==> src/sv/hrp_pkg.sv <==
package hrp_pkg;

	// Transfer payloads
	typedef struct packed {
		logic [7:0] data_byte;
		logic       last;
	} in_item_t;

	typedef struct packed {
		logic [7:0] out_byte;
		logic [2:0] kind;
		logic       is_host;
		logic       pair_valid;
		logic [2:0] method;
		logic       method_valid;
		logic       headers_done;
		logic       last_out;
	} out_item_t;

	// Request-line method tracker state
	typedef struct packed {
		logic [4:0] candidates;
		logic [2:0] code;
	} method_state_t;

	// Parser phases
	localparam logic [2:0] PH_REQ   = 3'd0;
	localparam logic [2:0] PH_NAME  = 3'd1;
	localparam logic [2:0] PH_SKIP  = 3'd2;
	localparam logic [2:0] PH_VALUE = 3'd3;
	localparam logic [2:0] PH_DONE  = 3'd5;

	// Result kinds
	localparam logic [2:0] K_REQ   = 3'd0;
	localparam logic [2:0] K_NAME  = 3'd1;
	localparam logic [2:0] K_SKIP  = 3'd2;
	localparam logic [2:0] K_VALUE = 3'd3;
	localparam logic [2:0] K_EOL   = 3'd4;
	localparam logic [2:0] K_AFTER = 3'd5;

	// Method codes
	localparam logic [2:0] MTH_NONE    = 3'd0;
	localparam logic [2:0] MTH_GET     = 3'd1;
	localparam logic [2:0] MTH_POST    = 3'd2;
	localparam logic [2:0] MTH_PUT     = 3'd3;
	localparam logic [2:0] MTH_HEAD    = 3'd4;
	localparam logic [2:0] MTH_CONNECT = 3'd5;

	localparam int NUM_METHODS = 5;
	localparam logic [4:0] ALL_ALIVE = 5'b11111;

	localparam logic [7:0] CH_NL    = 8'h0A;
	localparam logic [7:0] CH_COLON = 8'h3A;
	localparam logic [7:0] CH_UP_A  = 8'h41;
	localparam logic [7:0] CH_UP_Z  = 8'h5A;
	localparam logic [7:0] CASE_OFS = 8'h20;

	localparam logic [3:0] LINE_POS_MAX = 4'd15;
	localparam logic [2:0] NAME_LEN_MAX = 3'd7;
	localparam logic [2:0] HOST_LEN     = 3'd4;

	// Method text, left aligned, space terminated
	function automatic logic [7:0] method_char(input logic [2:0] k, input logic [2:0] pos);
		logic [63:0] txt;
		logic [5:0]  ofs;
		unique case (k)
			3'd0: txt = {"GET ", 32'h0};
			3'd1: txt = {"POST ", 24'h0};
			3'd2: txt = {"PUT ", 32'h0};
			3'd3: txt = {"HEAD ", 24'h0};
			default: txt = "CONNECT ";
		endcase
		ofs = {3'd7 - pos, 3'b000};
		return txt[ofs +: 8];
	endfunction

	function automatic logic [3:0] method_len(input logic [2:0] k);
		logic [3:0] len;
		unique case (k)
			3'd0: len = 4'd4;
			3'd1: len = 4'd5;
			3'd2: len = 4'd4;
			3'd3: len = 4'd5;
			default: len = 4'd8;
		endcase
		return len;
	endfunction

	function automatic logic [7:0] host_char(input logic [1:0] idx);
		logic [7:0] c;
		unique case (idx)
			2'd0: c = "h";
			2'd1: c = "o";
			2'd2: c = "s";
			default: c = "t";
		endcase
		return c;
	endfunction

endpackage

==> src/sv/http_request_header_parser_unit.sv <==
// HTTP/1.1 request header parser. One request byte goes in per transfer on the
// text channel and exactly one tag item comes out per byte on the tag channel,
// in order. The tag gives the byte (lowercased inside header names), its role
// (request line, name, colon/skip, value, line end, after headers), whether the
// current header name is "host", whether a finished header line had both a
// non-empty name and value, and the request method (GET, POST, PUT, HEAD,
// CONNECT) once the request line has ended. Setting last on the final byte of
// a request returns the parser to the request-line phase for the next request.
// Throughput is one byte per clock while the tag side does not stall: the per-byte
// parse is one short step of logic between the input register and the result
// register, and the parse state updates as a byte moves from one to the other.
// A byte goes from its text transfer into the input register and then into the
// result register, where its tag is valid; a tag-side stall can hold it back. The
// input side stalls only when both registers are full and the tag side is stalled.
module http_request_header_parser_unit import hrp_pkg::*; (
	input  logic      clk,
	input  logic      arst_n,
	input  logic      text_valid,
	output logic      text_stall,
	input  in_item_t  text_item,
	output logic      tag_valid,
	input  logic      tag_stall,
	output out_item_t tag_item
);

	// input register
	in_item_t  item_s1;
	logic      valid_s1;
	// result register
	out_item_t item_s2;
	logic      valid_s2;

	out_item_t res;
	logic      adv;    // byte moves s1 -> s2, parse state steps
	logic      take;   // text transfer

	assign adv        = valid_s1 && (!valid_s2 || !tag_stall);
	assign text_stall = valid_s1 && valid_s2 && tag_stall;
	assign take       = text_valid && !text_stall;

	hrp_parse u_parse (
		.clk    (clk),
		.arst_n (arst_n),
		.step   (adv),
		.item   (item_s1),
		.res    (res)
	);

	always_ff @(posedge clk or negedge arst_n) begin
		if (!arst_n) begin
			valid_s1 <= 1'b0;
		end else if (take) begin
			valid_s1 <= 1'b1;
		end else if (adv) begin
			valid_s1 <= 1'b0;
		end
	end

	always_ff @(posedge clk) begin
		if (take)
			item_s1 <= text_item;
	end

	always_ff @(posedge clk or negedge arst_n) begin
		if (!arst_n) begin
			valid_s2 <= 1'b0;
		end else if (adv) begin
			valid_s2 <= 1'b1;
		end else if (!tag_stall) begin
			valid_s2 <= 1'b0;
		end
	end

	always_ff @(posedge clk) begin
		if (adv)
			item_s2 <= res;
	end

	assign tag_valid = valid_s2;
	assign tag_item  = item_s2;

	// stall only with a byte waiting in the input register
	a_stall_needs_s1: assert property (@(posedge clk) disable iff (!arst_n)
		text_stall |-> valid_s1)
		else $error("input stalled with empty input register");

	// pair flag only on a line end
	a_pair_on_eol: assert property (@(posedge clk) disable iff (!arst_n)
		(tag_valid && tag_item.pair_valid) |-> (tag_item.kind == K_EOL))
		else $error("pair_valid outside line end");

	// header section cannot end before the request line
	a_done_after_method: assert property (@(posedge clk) disable iff (!arst_n)
		(tag_valid && tag_item.headers_done) |-> tag_item.method_valid)
		else $error("headers_done without method_valid");

	// host flag only after the colon
	a_host_kind: assert property (@(posedge clk) disable iff (!arst_n)
		(tag_valid && tag_item.is_host) |->
			(tag_item.kind == K_SKIP || tag_item.kind == K_VALUE ||
			 tag_item.kind == K_EOL))
		else $error("is_host on a name or request byte");

endmodule

==> src/sv/hrp_method.sv <==
module hrp_method import hrp_pkg::*; (
	input  logic [7:0]    data_byte,
	input  logic [3:0]    line_pos,
	input  method_state_t cur,
	output method_state_t nxt
);

	// All five candidates compared in parallel; a later match wins the code.
	always_comb begin
		nxt = cur;
		for (int k = 0; k < NUM_METHODS; k++) begin
			if (cur.candidates[k] && line_pos < method_len(3'(k))) begin
				if (data_byte == method_char(3'(k), line_pos[2:0])) begin
					if (line_pos == method_len(3'(k)) - 4'd1)
						nxt.code = 3'(k + 1);
				end else begin
					nxt.candidates[k] = 1'b0;
				end
			end
		end
	end

endmodule

==> src/sv/hrp_parse.sv <==
module hrp_parse import hrp_pkg::*; (
	input  logic      clk,
	input  logic      arst_n,
	input  logic      step,
	input  in_item_t  item,
	output out_item_t res
);

	logic [2:0]    phase_q, phase_d;
	logic [3:0]    line_pos_q, line_pos_d;
	method_state_t mth_q, mth_d, mth_upd;
	logic [2:0]    name_len_q, name_len_d;
	logic          host_q, host_d;
	logic          seen_q, seen_d;

	logic [7:0] b, lc;
	logic       nl, cur_host;

	assign b        = item.data_byte;
	assign nl       = (b == CH_NL);
	assign lc       = (b >= CH_UP_A && b <= CH_UP_Z) ? b + CASE_OFS : b;
	assign cur_host = host_q && (name_len_q == HOST_LEN);

	hrp_method u_method (
		.data_byte (b),
		.line_pos  (line_pos_q),
		.cur       (mth_q),
		.nxt       (mth_upd)
	);

	always_comb begin
		phase_d    = phase_q;
		line_pos_d = line_pos_q;
		mth_d      = mth_q;
		name_len_d = name_len_q;
		host_d     = host_q;
		seen_d     = seen_q;

		res            = '0;
		res.out_byte   = b;
		res.kind       = K_AFTER;
		res.last_out   = item.last;

		unique case (phase_q)
			PH_REQ: begin
				if (nl) begin
					res.kind   = K_EOL;
					phase_d    = PH_NAME;
					line_pos_d = '0;
					name_len_d = '0;
					host_d     = 1'b1;
					seen_d     = 1'b0;
				end else begin
					res.kind = K_REQ;
					mth_d    = mth_upd;
					if (line_pos_q < LINE_POS_MAX)
						line_pos_d = line_pos_q + 4'd1;
				end
			end
			PH_NAME: begin
				if (nl) begin
					res.kind = K_EOL;
					if (name_len_q == '0)
						phase_d = PH_DONE;
					name_len_d = '0;
					host_d     = 1'b1;
					seen_d     = 1'b0;
				end else if (b == CH_COLON) begin
					res.kind = K_SKIP;
					phase_d  = PH_SKIP;
				end else begin
					res.kind     = K_NAME;
					res.out_byte = lc;
					if (name_len_q < HOST_LEN) begin
						if (lc != host_char(name_len_q[1:0]))
							host_d = 1'b0;
					end else begin
						host_d = 1'b0;
					end
					if (name_len_q < NAME_LEN_MAX)
						name_len_d = name_len_q + 3'd1;
				end
			end
			PH_SKIP: begin
				res.is_host = cur_host;
				if (nl) begin
					res.kind   = K_EOL;
					phase_d    = PH_NAME;
					name_len_d = '0;
					host_d     = 1'b1;
					seen_d     = 1'b0;
				end else begin
					res.kind = K_SKIP;
					phase_d  = PH_VALUE;
				end
			end
			PH_VALUE: begin
				res.is_host = cur_host;
				if (nl) begin
					res.kind       = K_EOL;
					res.pair_valid = (name_len_q != '0) && seen_q;
					phase_d        = PH_NAME;
					name_len_d     = '0;
					host_d         = 1'b1;
					seen_d         = 1'b0;
				end else begin
					res.kind = K_VALUE;
					seen_d   = 1'b1;
				end
			end
			default: begin
				res.kind = K_AFTER;
			end
		endcase

		res.method       = mth_d.code;
		res.method_valid = (phase_d != PH_REQ);
		res.headers_done = (phase_d == PH_DONE);

		// end of request: back to reset state
		if (item.last) begin
			phase_d    = PH_REQ;
			line_pos_d = '0;
			mth_d      = '{candidates: ALL_ALIVE, code: MTH_NONE};
			name_len_d = '0;
			host_d     = 1'b1;
			seen_d     = 1'b0;
		end
	end

	always_ff @(posedge clk or negedge arst_n) begin
		if (!arst_n) begin
			phase_q    <= PH_REQ;
			line_pos_q <= '0;
			mth_q      <= '{candidates: ALL_ALIVE, code: MTH_NONE};
			name_len_q <= '0;
			host_q     <= 1'b1;
			seen_q     <= 1'b0;
		end else if (step) begin
			phase_q    <= phase_d;
			line_pos_q <= line_pos_d;
			mth_q      <= mth_d;
			name_len_q <= name_len_d;
			host_q     <= host_d;
			seen_q     <= seen_d;
		end
	end

endmodule

==> config.mk <==
export PLATFORM = sky130hd
export DESIGN_NAME = http_request_header_parser_unit
export DESIGN_NICKNAME = d
export VERILOG_FILES = /design/src/sv/hrp_pkg.sv /design/src/sv/http_request_header_parser_unit.sv /design/src/sv/hrp_method.sv /design/src/sv/hrp_parse.sv
export SDC_FILE = /design/constraint.sdc
export NUM_CORES = 1
export LEC_CHECK = 0
export ABC_AREA = 1
export BUFFER_PORTS_ARGS = -buffer_cell sky130_fd_sc_hd__buf_4
export CORE_ASPECT_RATIO = 0.8
export CORE_UTILIZATION = 53
export DETAILED_ROUTE_END_ITERATION = 12
export HOLD_SLACK_MARGIN = 0.12
export PLACE_DENSITY_LB_ADDON = 0.08
export SETUP_SLACK_MARGIN = 0.1
export SYNTH_ARGS = -nofsm -noshare
export SYNTH_HDL_FRONTEND = slang
export SYNTH_SLANG_ARGS = --single-unit
==> constraint.sdc <==
create_clock -name clk -period 1.8 [get_ports clk]
set_input_delay 0.27 -clock clk [delete_from_list [all_inputs] [get_ports clk]]
set_output_delay 0.27 -clock clk [all_outputs]
set_load 0.01 [all_outputs]
After elaboration in Yosys (flattened, before gate mapping):

Cells that the tools add are included.

* memories kept: 0
* latch bits: 0
* bits of input ports: 13
* RAM bits: 0
* output and inout bits: 21
* memory bits (read-only): 0
* logic and storage cells: 211
* register bits after elaboration: 50

* multipliers: 0
* bitwise operators: 0
* shifts and indexed selects: 5
* div/mod/pow operators: 0
* equality and inequality tests: 32
* $lt $le $gt $ge: 8
* add/sub/neg operators: 9
* reduce and logical (&&, ||, !) cells: 45
* muxes and demuxes: 89

Operator list (count)
* $mux W64: 5
* $shiftx A64 B7 Y8: 5
* $mux W8: 11
* $mux W3: 28
* $mux W4: 15
* $eq A8 B8 Y1: 5
* $reduce_and A5 Y1: 7
* $mux W1: 22
* $eq A4 B4 Y1: 5
* $sub A4 B1 Y4 const B: 5
* $pmux W5 S3: 1
* $reduce_bool A3 Y1: 5
* $reduce_bool A2 Y1: 7
* $logic_and A1 B1 Y1: 12
* $ne A2 B2 Y1 const B: 6
* $pmux W3 S4: 1
* $pmux W3 S3: 1
* $add A8 B6 Y8 const B: 1
* $eq A8 B4 Y1 const B: 1
* $eq A8 B6 Y1 const B: 1
* $ge A8 B7 Y1 const B: 1
* $le A8 B7 Y1 const B: 1
* $lt A4 B3 Y1 const B: 2
* $lt A4 B4 Y1 const B: 2
* 26 further kinds: 38

Depth between registers and ports, before layout:

Gate-level depths: netlist (run 1).

* word-level depth: 27
* gate-level depth with buffers: 16
* depth with buffers taken out: 14

Hierarchy:

From an unflattened synthesis (run 1), not the netlist that was laid out.

* cell total of the unflattened synthesis: 415
* area total of the unflattened synthesis: 3380.7 um^2

By module, submodules not included
* hrp_parse: area an instance 1647.8 um^2, seq. area each 508.0 um^2, cells an instance 225, times used 1
* http_request_header_parser_unit: area an instance 935.9 um^2, seq. area each 890.9 um^2, cells an instance 40, times used 1
* hrp_method: area an instance 797.0 um^2, seq. area each 0.0 um^2, cells an instance 150, times used 1

Worst setup path before layout (run 1):

Ideal clock, no wire load.

* kind: flip-flop to flip-flop
* start: reg u_parse.line_pos_q[1]
* end: reg item_s2 (netlist bit tag_item[5]) (data pin)
* cell stages (with the launch flop): 13
* period minus slack after synthesis: 1.890 ns
* path buffers: 0
* library setup time: 0.254 ns
* path slack: -0.090 ns
* arrival time: 1.636 ns
* required time: 1.546 ns
* cells stage by stage: dfrtp_1 > inv_1 > ha_1 > inv_1 > nor2_1 > nand2_1 > nand3_1 > nor3_1 > and2_1 > nand2_2 > nand2_1 > nand2_1 > nand2_2

RTL lines
* start, declared: RTL line hrp_parse.sv:10 `logic [3:0] line_pos_q, line_pos_d;`
* start signal, assigned: RTL line hrp_parse.sv:141 `line_pos_q <= line_pos_d;`
* end signal, assigned: RTL line http_request_header_parser_unit.sv:76 `item_s2 <= res;`
* end, declared: RTL line http_request_header_parser_unit.sv:30 `out_item_t item_s2;`

Final worst setup path (run 1):

* start: reg u_parse.line_pos_q[2]
* end: reg u_parse.mth_q[0] in the netlist's numbering

* word-level cells in the longest chain between the ends: 20
* elaborated cells between the ends (all ways): 42
* those cells by class: add/sub (1); order compare (3); eq/ne (10); shift (5); mux (18); reduce/logical (5)

RTL lines
* $sub A3 B3 Y3: RTL line hrp_pkg.sv:73 `ofs = {3'd7 - pos, 3'b000};`
* $shiftx A64 B7 Y8: RTL line hrp_pkg.sv:74 `return txt[ofs +: 8];`
* $eq A8 B8 Y1: RTL line hrp_method.sv:13 `if (data_byte == method_char(3'(k), line_pos[2:0])) begin`
* $mux W3: RTL line hrp_method.sv:13
* $mux W4: RTL line hrp_method.sv:12 `if (cur.candidates[k] && line_pos < method_len(3'(k))) begin`
* $mux W3: RTL line hrp_method.sv:14 `if (line_pos == method_len(3'(k)) - 4'd1)`
* $mux W3: RTL line hrp_method.sv:13
* $mux W3: RTL line hrp_method.sv:12
* [... 4 more ...]
* $mux W3: RTL line hrp_method.sv:13
* $mux W3: RTL line hrp_method.sv:12
* $mux W3: RTL line hrp_method.sv:14
* $mux W3: RTL line hrp_method.sv:13
* $mux W3 (*): RTL line hrp_method.sv:12
* $mux W8 (*): RTL line hrp_parse.sv:46 `if (nl) begin`
* $mux W8 (*): RTL line hrp_parse.sv:44 `unique case (phase_q)`
* $mux W8 (*): RTL line hrp_parse.sv:121 `if (item.last) begin`
* end signal, assigned: RTL line hrp_parse.sv:135 `mth_q <= '{candidates: ALL_ALIVE, code: MTH_NONE};`
* end signal, assigned: RTL line hrp_parse.sv:142 `mth_q <= mth_d;`
* end, declared: RTL line hrp_parse.sv:11 `method_state_t mth_q, mth_d, mth_upd;`

Mark *: on every way between the ends. The rest lies on a longest branch, timed or not. The select of a mux whose other input is x is not followed.
A chain may end at the register's enable or synchronous reset.

==> flow_metrics.env, run 1 <==
export IMPL_status="complete, but fails checks"
export IMPL_violations="negative setup slack"
export IMPL_ant_nets=0
export IMPL_crit_path_max_incr_delay_ns=0.45
export IMPL_port_buffers=33
export IMPL_antenna_found_initial=0
export IMPL_setup_worst_path_class="flop to flop"
export IMPL_min_period_ns=1.90
export IMPL_setup_viol=9
export IMPL_place_area_um2=3840
export IMPL_drcViolationCount=0
export IMPL_whs_endpoint="item_s1[2]"
export IMPL_cts_buffers=5
export IMPL_cts_tree="built"
export IMPL_hold_start="text_item[2]"
export IMPL_diodes=0
export IMPL_critPathRequiredTime_ns=2.00
export IMPL_insertion_delay_ns=0.32
export IMPL_multi_input_area_um2=1980
export IMPL_fin_total_pwr_uw=4750
export IMPL_netlist_area_leader_share_pct=26.2
export IMPL_crit_path_start="u_parse.line_pos_q[2]"
export IMPL_clock_sinks=50
export IMPL_die_h_um=71.6
export IMPL_worst_path_max_fanout=6
export IMPL_htreeDepth=2
export IMPL_drive_gt1_share_pct=48.0
export IMPL_relSlewSlack_pct=61.0
export IMPL_seq_area_frac_synth_pct=43.6
export IMPL_grt_max_degree=23
export IMPL_finalHoldWorstSlack_ns=0.123
export IMPL_grt_overflow=0
export IMPL_ys_ff_latch=50
export IMPL_area_growth_pct=46.3
export IMPL_vias_per_cell=5.64
export IMPL_drv_slew=0
export IMPL_crit_top_cell="nand2_1"
export IMPL_end_kind="flop"
export IMPL_grt_pass1_vias=2893
export IMPL_path_delay_family="simple AND/OR/NAND/NOR gates"
export IMPL_cts_root_buf="clkbuf_8"
export IMPL_cts_path_max_buffers=2
export IMPL_fillCellCount=341
export IMPL_nets=519
export IMPL_pin_count=34
export IMPL_die_area_um2=6370
export IMPL_cp_cell_sequence="buf_4 -> nor3_2 -> a21oi_1 -> nor2_4 -> nand3_4 -> nand2_1 -> nand2_1 -> nand2_2 -> nand2_1 -> nand3_1 -> nand2_1"
export IMPL_avgSynthCellArea_um2=8.37
export IMPL_rows=24
export IMPL_arrival_ns=2.11
export IMPL_grt_pass1_wl_um=14100
export IMPL_fmax_mhz=525
export IMPL_track_usage_pct=29.9
export IMPL_synthTopCellsByArea="edfxtp_1, dfrtp_1, nand2_1"
export IMPL_synth_cell_type_count=47
export IMPL_synth_fp_nets=409
export IMPL_clock_skew_ns=0.00508
export IMPL_vias=3224
export IMPL_first_pass_iters=5
export IMPL_clkTransAtPathRegs_ns=0.09
export IMPL_drt_wirelength_per_cell_um=17.4
export IMPL_syn_cell_area_um2=3210
export IMPL_timing_reg2reg_setup_slack_ns=-0.10
export IMPL_worstMarginPinSlew_ns=0.585
export IMPL_hold_violations=0
export IMPL_die_w_um=89.0
export IMPL_synth_cells=383
export IMPL_place_congestion=0.916
export IMPL_power_leakage_uw=0.00212
export IMPL_max_cap_viol_count=0
export IMPL_r2r_end="u_parse.mth_q[0]"
export IMPL_drt_iter0_markers=284
export IMPL_initial_core_util_pct=56.8
export IMPL_start_kind="flop"
export IMPL_r2r_cells=11
export IMPL_power_density_nw_per_um2=1010
export IMPL_crit_buf_inv=1
export IMPL_yosys_warnings=0
export IMPL_setup_slack_ns=-0.105
export IMPL_slowest_stage="dfrtp_1"
export IMPL_dpl_hpwl_um=6290
export IMPL_yosysTopAreaCell="edfxtp_1"
export IMPL_wl_um=9940
export IMPL_min_path_type="input port to flop"
export IMPL_vdd_drop_max_mv=0.546
export IMPL_rsz0062_at_grt="true"
export IMPL_period_share_pct=106
export IMPL_r2r_start="u_parse.line_pos_q[2]"
export IMPL_fin_area_um2=4690
export IMPL_core_area_um2=5650
export IMPL_holdPathStages=1
export IMPL_seq_area_um2=1400
==> what timing repair did <==
action / 4_1_cts / 5_1_grt
setup buffers: 14 / 18
endpoints found under the setup margin: 16 / 23
pin swaps: 14 / 45
resized for setup: 31 / 77
gates cloned: 0 / 0
hold buffers: 1 / 7
endpoints found under the hold margin: 16 / 7
==> cell usage after synthesis, drive strengths merged <==
library cell	number
nand3	35
xnor2	1
a21oi	12
a21boi	1
dfrtp	16
o22ai	4
inv	45
xor2	1
ha	13
a31oi	2
dfstp	6
nand2	106
nand4	11
o2111ai	1
a211oi	1
o21a	3
nor3b	1
and2	1
nor3	10
buf	8
nor2	51
o21ai	19
clkinv	2
nand3b	1
o211ai	1
nor4	1
edfxtp	28
o31ai	2
==> power by group <==
| part | internal [uW] | switching [uW] | total (uW) |
|---|---|---|---|
| Sequential | 1440 | 149 | 1590 |
| Combinational | 1080 | 1400 | 2490 |
| Clock | 275 | 394 | 669 |
==> layout by cell type (no fill, tap or decap), types with 9 or more instances in the layout <==
cell       n
nand2_2   14
nand3_1   19
nand2_4    9
inv_2     13
nor2_2     9
nand2_1   81
edfxtp_1  28
nor2_4    16
inv_1     27
dfrtp_1   13
o21ai_1   10
nand4_1   10
nor2_1    26
nand3_2   13
buf_4     93
==> routing by layer <==
| metal | vias to the layer above | share of wire (%) | wire length (um) | track usage (%) |
|---|---|---|---|---|
| met1 | 1541 | 41 | 4080 | 41.5 |
| met5 | - | 0 | 0 | 0 |
| met3 | 29 | 8.3 | 821 | 5.41 |
| met2 | 161 | 48 | 4810 | 46.7 |
| li1 | 1493 | - | - | - |
| met4 | 0 | 2.3 | 224 | 12.3 |
==> cell families (layout without fill, tap and decap cells) <==
group / Yosys count / count (layout) / synth area share, %
AO/OA/AOI/OAI: 46 / 46 / 9.25
AND/OR/NAND/NOR: 217 / 217 / 33.0
flip-flops: 50 / 50 / 43.6
buffers and inverters: 55 / 166 / 8.47
XOR/XNOR: 2 / 2 / 0.547
adder cells (fa/ha/maj): 13 / 13 / 5.07
==> worst register-to-register path, stage by stage, from the launching register on <==
cell and delay (ns):
dfrtp_1 0.45, buf_4 0.20, nor3_2 0.28, a21oi_1 0.16, nor2_4 0.20, nand3_4 0.11
nand2_1 0.08, nand2_1 0.05, nand2_2 0.07, nand2_1 0.05, nand3_1 0.06, nand2_1 0.08
==> sequential cells by signal, indices dropped and copies added (netlist names) <==
signal,count
u_parse.line_pos_q,4
u_parse.name_len_q,3
tag_item,19
u_parse.host_q,1
u_parse.seen_q,1
u_parse.phase_q,3
valid_s1,1
item_s1,9
u_parse.mth_q,8
tag_valid,1
==> worst max path at each step <==
| stage | endpoint | slack, ns | cells past startpoint |
|---|---|---|---|
| 4_1_cts | tag_item[3] | -0.06 | 11 |
| 3_5_place_dp | tag_item[4] | -0.14 | 12 |
| 3_3_place_gp | tag_item[5] | -0.09 | 12 |
| 5_1_grt | tag_item[4] | -0.28 | 11 |
| 2_1_floorplan | tag_item[5] | 0.07 | 10 |
| 6_report | u_parse.mth_q[0] | -0.10 | 11 |
==> per-stage QoR <==
stage          cells  TNS [ns]  utilization (%)  worst slack [ns]
4_1_cts          550    -0.261             73.9           -0.0586
3_5_place_dp     527    -0.689             68.0            -0.140
2_1_floorplan    383         0                -            0.0710
6_report         572    -0.609             83.1            -0.105
3_3_place_gp     527    -0.386             68.0           -0.0877
5_1_grt          572     -1.90             83.1            -0.281
==> final cells by class <==
type / count / share of cell area (%)
Clock buffer: 6 / 1.55
Inverter: 47 / 4.48
Tap cell: 78 / 2.08
Multi-Input combinational cell: 278 / 42.1
Timing Repair Buffer: 111 / 19.6
Sequential cell: 50 / 29.9
Clock inverter: 2 / 0.293
No activity file was read; power rests on OpenSTA's default activity.
==> run 2: changes to the inputs <==
--- a/config.mk
+++ b/config.mk
@@ -5,12 +5,12 @@
 export SDC_FILE = /design/constraint.sdc
 export NUM_CORES = 1
 export LEC_CHECK = 0
-export ABC_AREA = 1
 export BUFFER_PORTS_ARGS = -buffer_cell sky130_fd_sc_hd__buf_4
 export CORE_ASPECT_RATIO = 0.8
-export CORE_UTILIZATION = 53
+export CORE_UTILIZATION = 54
 export DETAILED_ROUTE_END_ITERATION = 12
 export HOLD_SLACK_MARGIN = 0.12
+export MAX_ROUTING_LAYER = met4
 export PLACE_DENSITY_LB_ADDON = 0.08
 export SETUP_SLACK_MARGIN = 0.1
 export SYNTH_ARGS = -nofsm -noshare
==> run 2 against run 1 <==
Net effect: sequential share of layout area is 2.7 points lower; fmax is 21% lower; area after synthesis is 2.2% higher; synthesized cell count is 13% lower; utilization is 8.2 points higher; clock power is 20% higher; clock-buffer cell count is 1 higher; cell count is 2.6% lower; the run still ends with negative setup slack left; final area is 9.8% higher; largest power group unchanged.
==> flow_metrics.env, run 2 <==
export IMPL_status="complete, but fails checks"
export IMPL_violations="negative setup slack"
export IMPL_vias_per_cell=6.63
export IMPL_grt_pass1_wl_um=16700
export IMPL_cts_tree="built"
export IMPL_multi_input_area_um2=2150
export IMPL_grt_pass1_vias=3387
export IMPL_antenna_found_initial=0
export IMPL_hold_violations=0
export IMPL_clock_sinks=50
export IMPL_yosys_top_cells_count="nor2_1, edfxtp_1, nand2_1"
export IMPL_synth_cell_type_count=79
export IMPL_grt_overflow=0
export IMPL_diodes=0
export IMPL_pin_count=34
export IMPL_nets=504
export IMPL_fin_util_pct=91.2
export IMPL_area_growth_pct=57.2
export IMPL_port_buffers=33
export IMPL_clkTransAtPathRegs_ns=0.10
export IMPL_syn_cell_area_um2=3280
export IMPL_power_density_nw_per_um2=737
export IMPL_arrival_ns=2.50
export IMPL_drv_slew=0
export IMPL_vias=3691
export IMPL_critPathRequiredTime_ns=1.87
export IMPL_cts_root_buf="clkbuf_8"
export IMPL_cts_buffers=5
export IMPL_initial_core_util_pct=58.0
export IMPL_rsz0062_at_grt="true"
export IMPL_fillCellCount=218
export IMPL_die_w_um=89.1
export IMPL_seq_area_frac_synth_pct=42.7
export IMPL_fin_total_pwr_uw=3800
export IMPL_grt_max_degree=23
export IMPL_end_kind="flop"
export IMPL_rows=24
export IMPL_yosysTopAreaCell="edfxtp_1"
export IMPL_synth_most_common_cell="nor2_1"
export IMPL_ant_nets=0
export IMPL_ys_ff_latch=50
export IMPL_fmax_mhz=412
export IMPL_synth_fp_nets=361
export IMPL_synth_ff_type="edfxtp_1"
export IMPL_clock_skew_ns=0.0138
export IMPL_core_area_um2=5650
export IMPL_yosys_warnings=0
export IMPL_setup_worst_path_class="flop to flop"
export IMPL_placed_cells=511
export IMPL_avgSynthCellArea_um2=9.78
export IMPL_start_kind="flop"
export IMPL_cts_path_max_buffers=2
export IMPL_die_area_um2=6380
export IMPL_fin_cells=557
export IMPL_largest_reg_flops=19
export IMPL_drcViolationCount=0
export IMPL_relSlewSlack_pct=72.1
export IMPL_vdd_drop_max_mv=0.773
export IMPL_track_usage_pct=36.2
export IMPL_mostFrequentLayoutCells="buf_4, edfxtp_1, nor2_1"
export IMPL_ys_async_sr_fraction_pct=44.0
export IMPL_place_congestion=0.944
export IMPL_min_path_type="input port to flop"
export IMPL_min_period_ns=2.43
export IMPL_synth_edf_count=28
export IMPL_dpl_hpwl_um=6820
export IMPL_die_h_um=71.7
export IMPL_setup_slack_ns=-0.625
export IMPL_final_common_cell="buf_4"
export IMPL_worstMarginPinSlew_ns=0.414
export IMPL_worst_path_max_fanout=7
export IMPL_htreeDepth=2
export IMPL_seq_area_um2=1400
export IMPL_synthTopCellsByArea="edfxtp_1, dfrtp_1, ha_1"
export IMPL_insertion_delay_ns=0.31
export IMPL_wl_um=12700
export IMPL_max_cap_viol_count=0
export IMPL_netlist_area_leader_share_pct=25.7
export IMPL_setup_viol=29
export IMPL_drt_iter0_markers=484
export IMPL_first_pass_iters=5
export IMPL_power_leakage_uw=0.00218
export IMPL_drt_wirelength_per_cell_um=22.7
export IMPL_drive_gt1_share_pct=53.4
export IMPL_synth_cells=335
export IMPL_period_share_pct=135
## run 2: metal layers
| layer | vias to the layer above | GRT usage [%] | share of wire (%) |
|---|---|---|---|
| met3 | 90 | 7.14 | 10 |
| met2 | 315 | 59.5 | 47 |
| met4 | 0 | 15.5 | 6.4 |
| li1 | 1538 | - | - |
| met5 | - | - | 0 |
| met1 | 1748 | 43.4 | 36 |
## run 2: cell type report
type	count	share of cell area (%)
multi-input combinational	243	41.8
timing repair buffer	156	25.0
inverter	22	1.87
tap	78	1.90
clock buffer	7	2.09
sequential	50	27.2
clock inverter	1	0.170
## run 2: kinds of logic after synthesis
kind of cell / Yosys count / share of synthesized area, %
xor+xnor: 11 / 2.94
simple gates: 129 / 22.8
buf+inv: 42 / 5.92
mux: 2 / 0.649
compound gates: 88 / 20.1
fa+ha+maj: 13 / 4.97
flops: 50 / 42.7
## run 2: path summary, 6_finish.rpt
kind                                            start          endpoint  slack, ns  cells after the start
worst min-delay path                     text_item[2]        item_s1[2]       0.13                      1
worst min register to register               valid_s1         tag_valid       0.51                      1
worst max-delay path            u_parse.line_pos_q[0]       tag_item[4]      -0.63                      9
worst max register to register  u_parse.line_pos_q[0]       tag_item[4]      -0.63                      9
min in group asynchronous                      arst_n  u_parse.mth_q[2]       0.41                      2
max in group asynchronous                      arst_n    u_parse.host_q       1.10                      2
## run 2: through the flow
| step | setup TNS, ns | setup WS [ns] | area, um2 | hold WS [ns] |
|---|---|---|---|---|
| 2_1_floorplan | -2.54 | -0.433 | 3390 | -0.0256 |
| 3_3_place_gp | -7.11 | -0.500 | 4240 | 0.193 |
| 3_5_place_dp | -7.94 | -0.586 | 4240 | 0.196 |
| 4_1_cts | -5.96 | -0.499 | 4830 | 0.134 |
| 5_1_grt | -10.58 | -0.716 | 5150 | 0.126 |
| 6_report | -9.18 | -0.625 | 5150 | 0.134 |
## run 2: report_power, final
group          switching [uW]  internal [uW]
clock network             401            402
registers                 105           1360
logic                     796            734
total                    1300           2500
## run 2: critical path, cell delays in order (launching register included)
cell and delay, ns:
dfrtp_2 0.51, buf_6 0.16, ha_4 0.18, buf_4 0.15, xor2_1 0.18, nand4_1 0.15
a32o_2 0.33, or2_4 0.28, a31oi_4 0.18, o21ai_1 0.08
## run 2: timing repair
item | in CTS | in global routing
endpoints found under the hold margin | 16 | 0
resized for setup | 72 | 39
endpoints found under the setup margin | 30 | 32
buffers inserted | 18 | 21
hold buffers | 1 | 0
pin swaps | 28 | 42
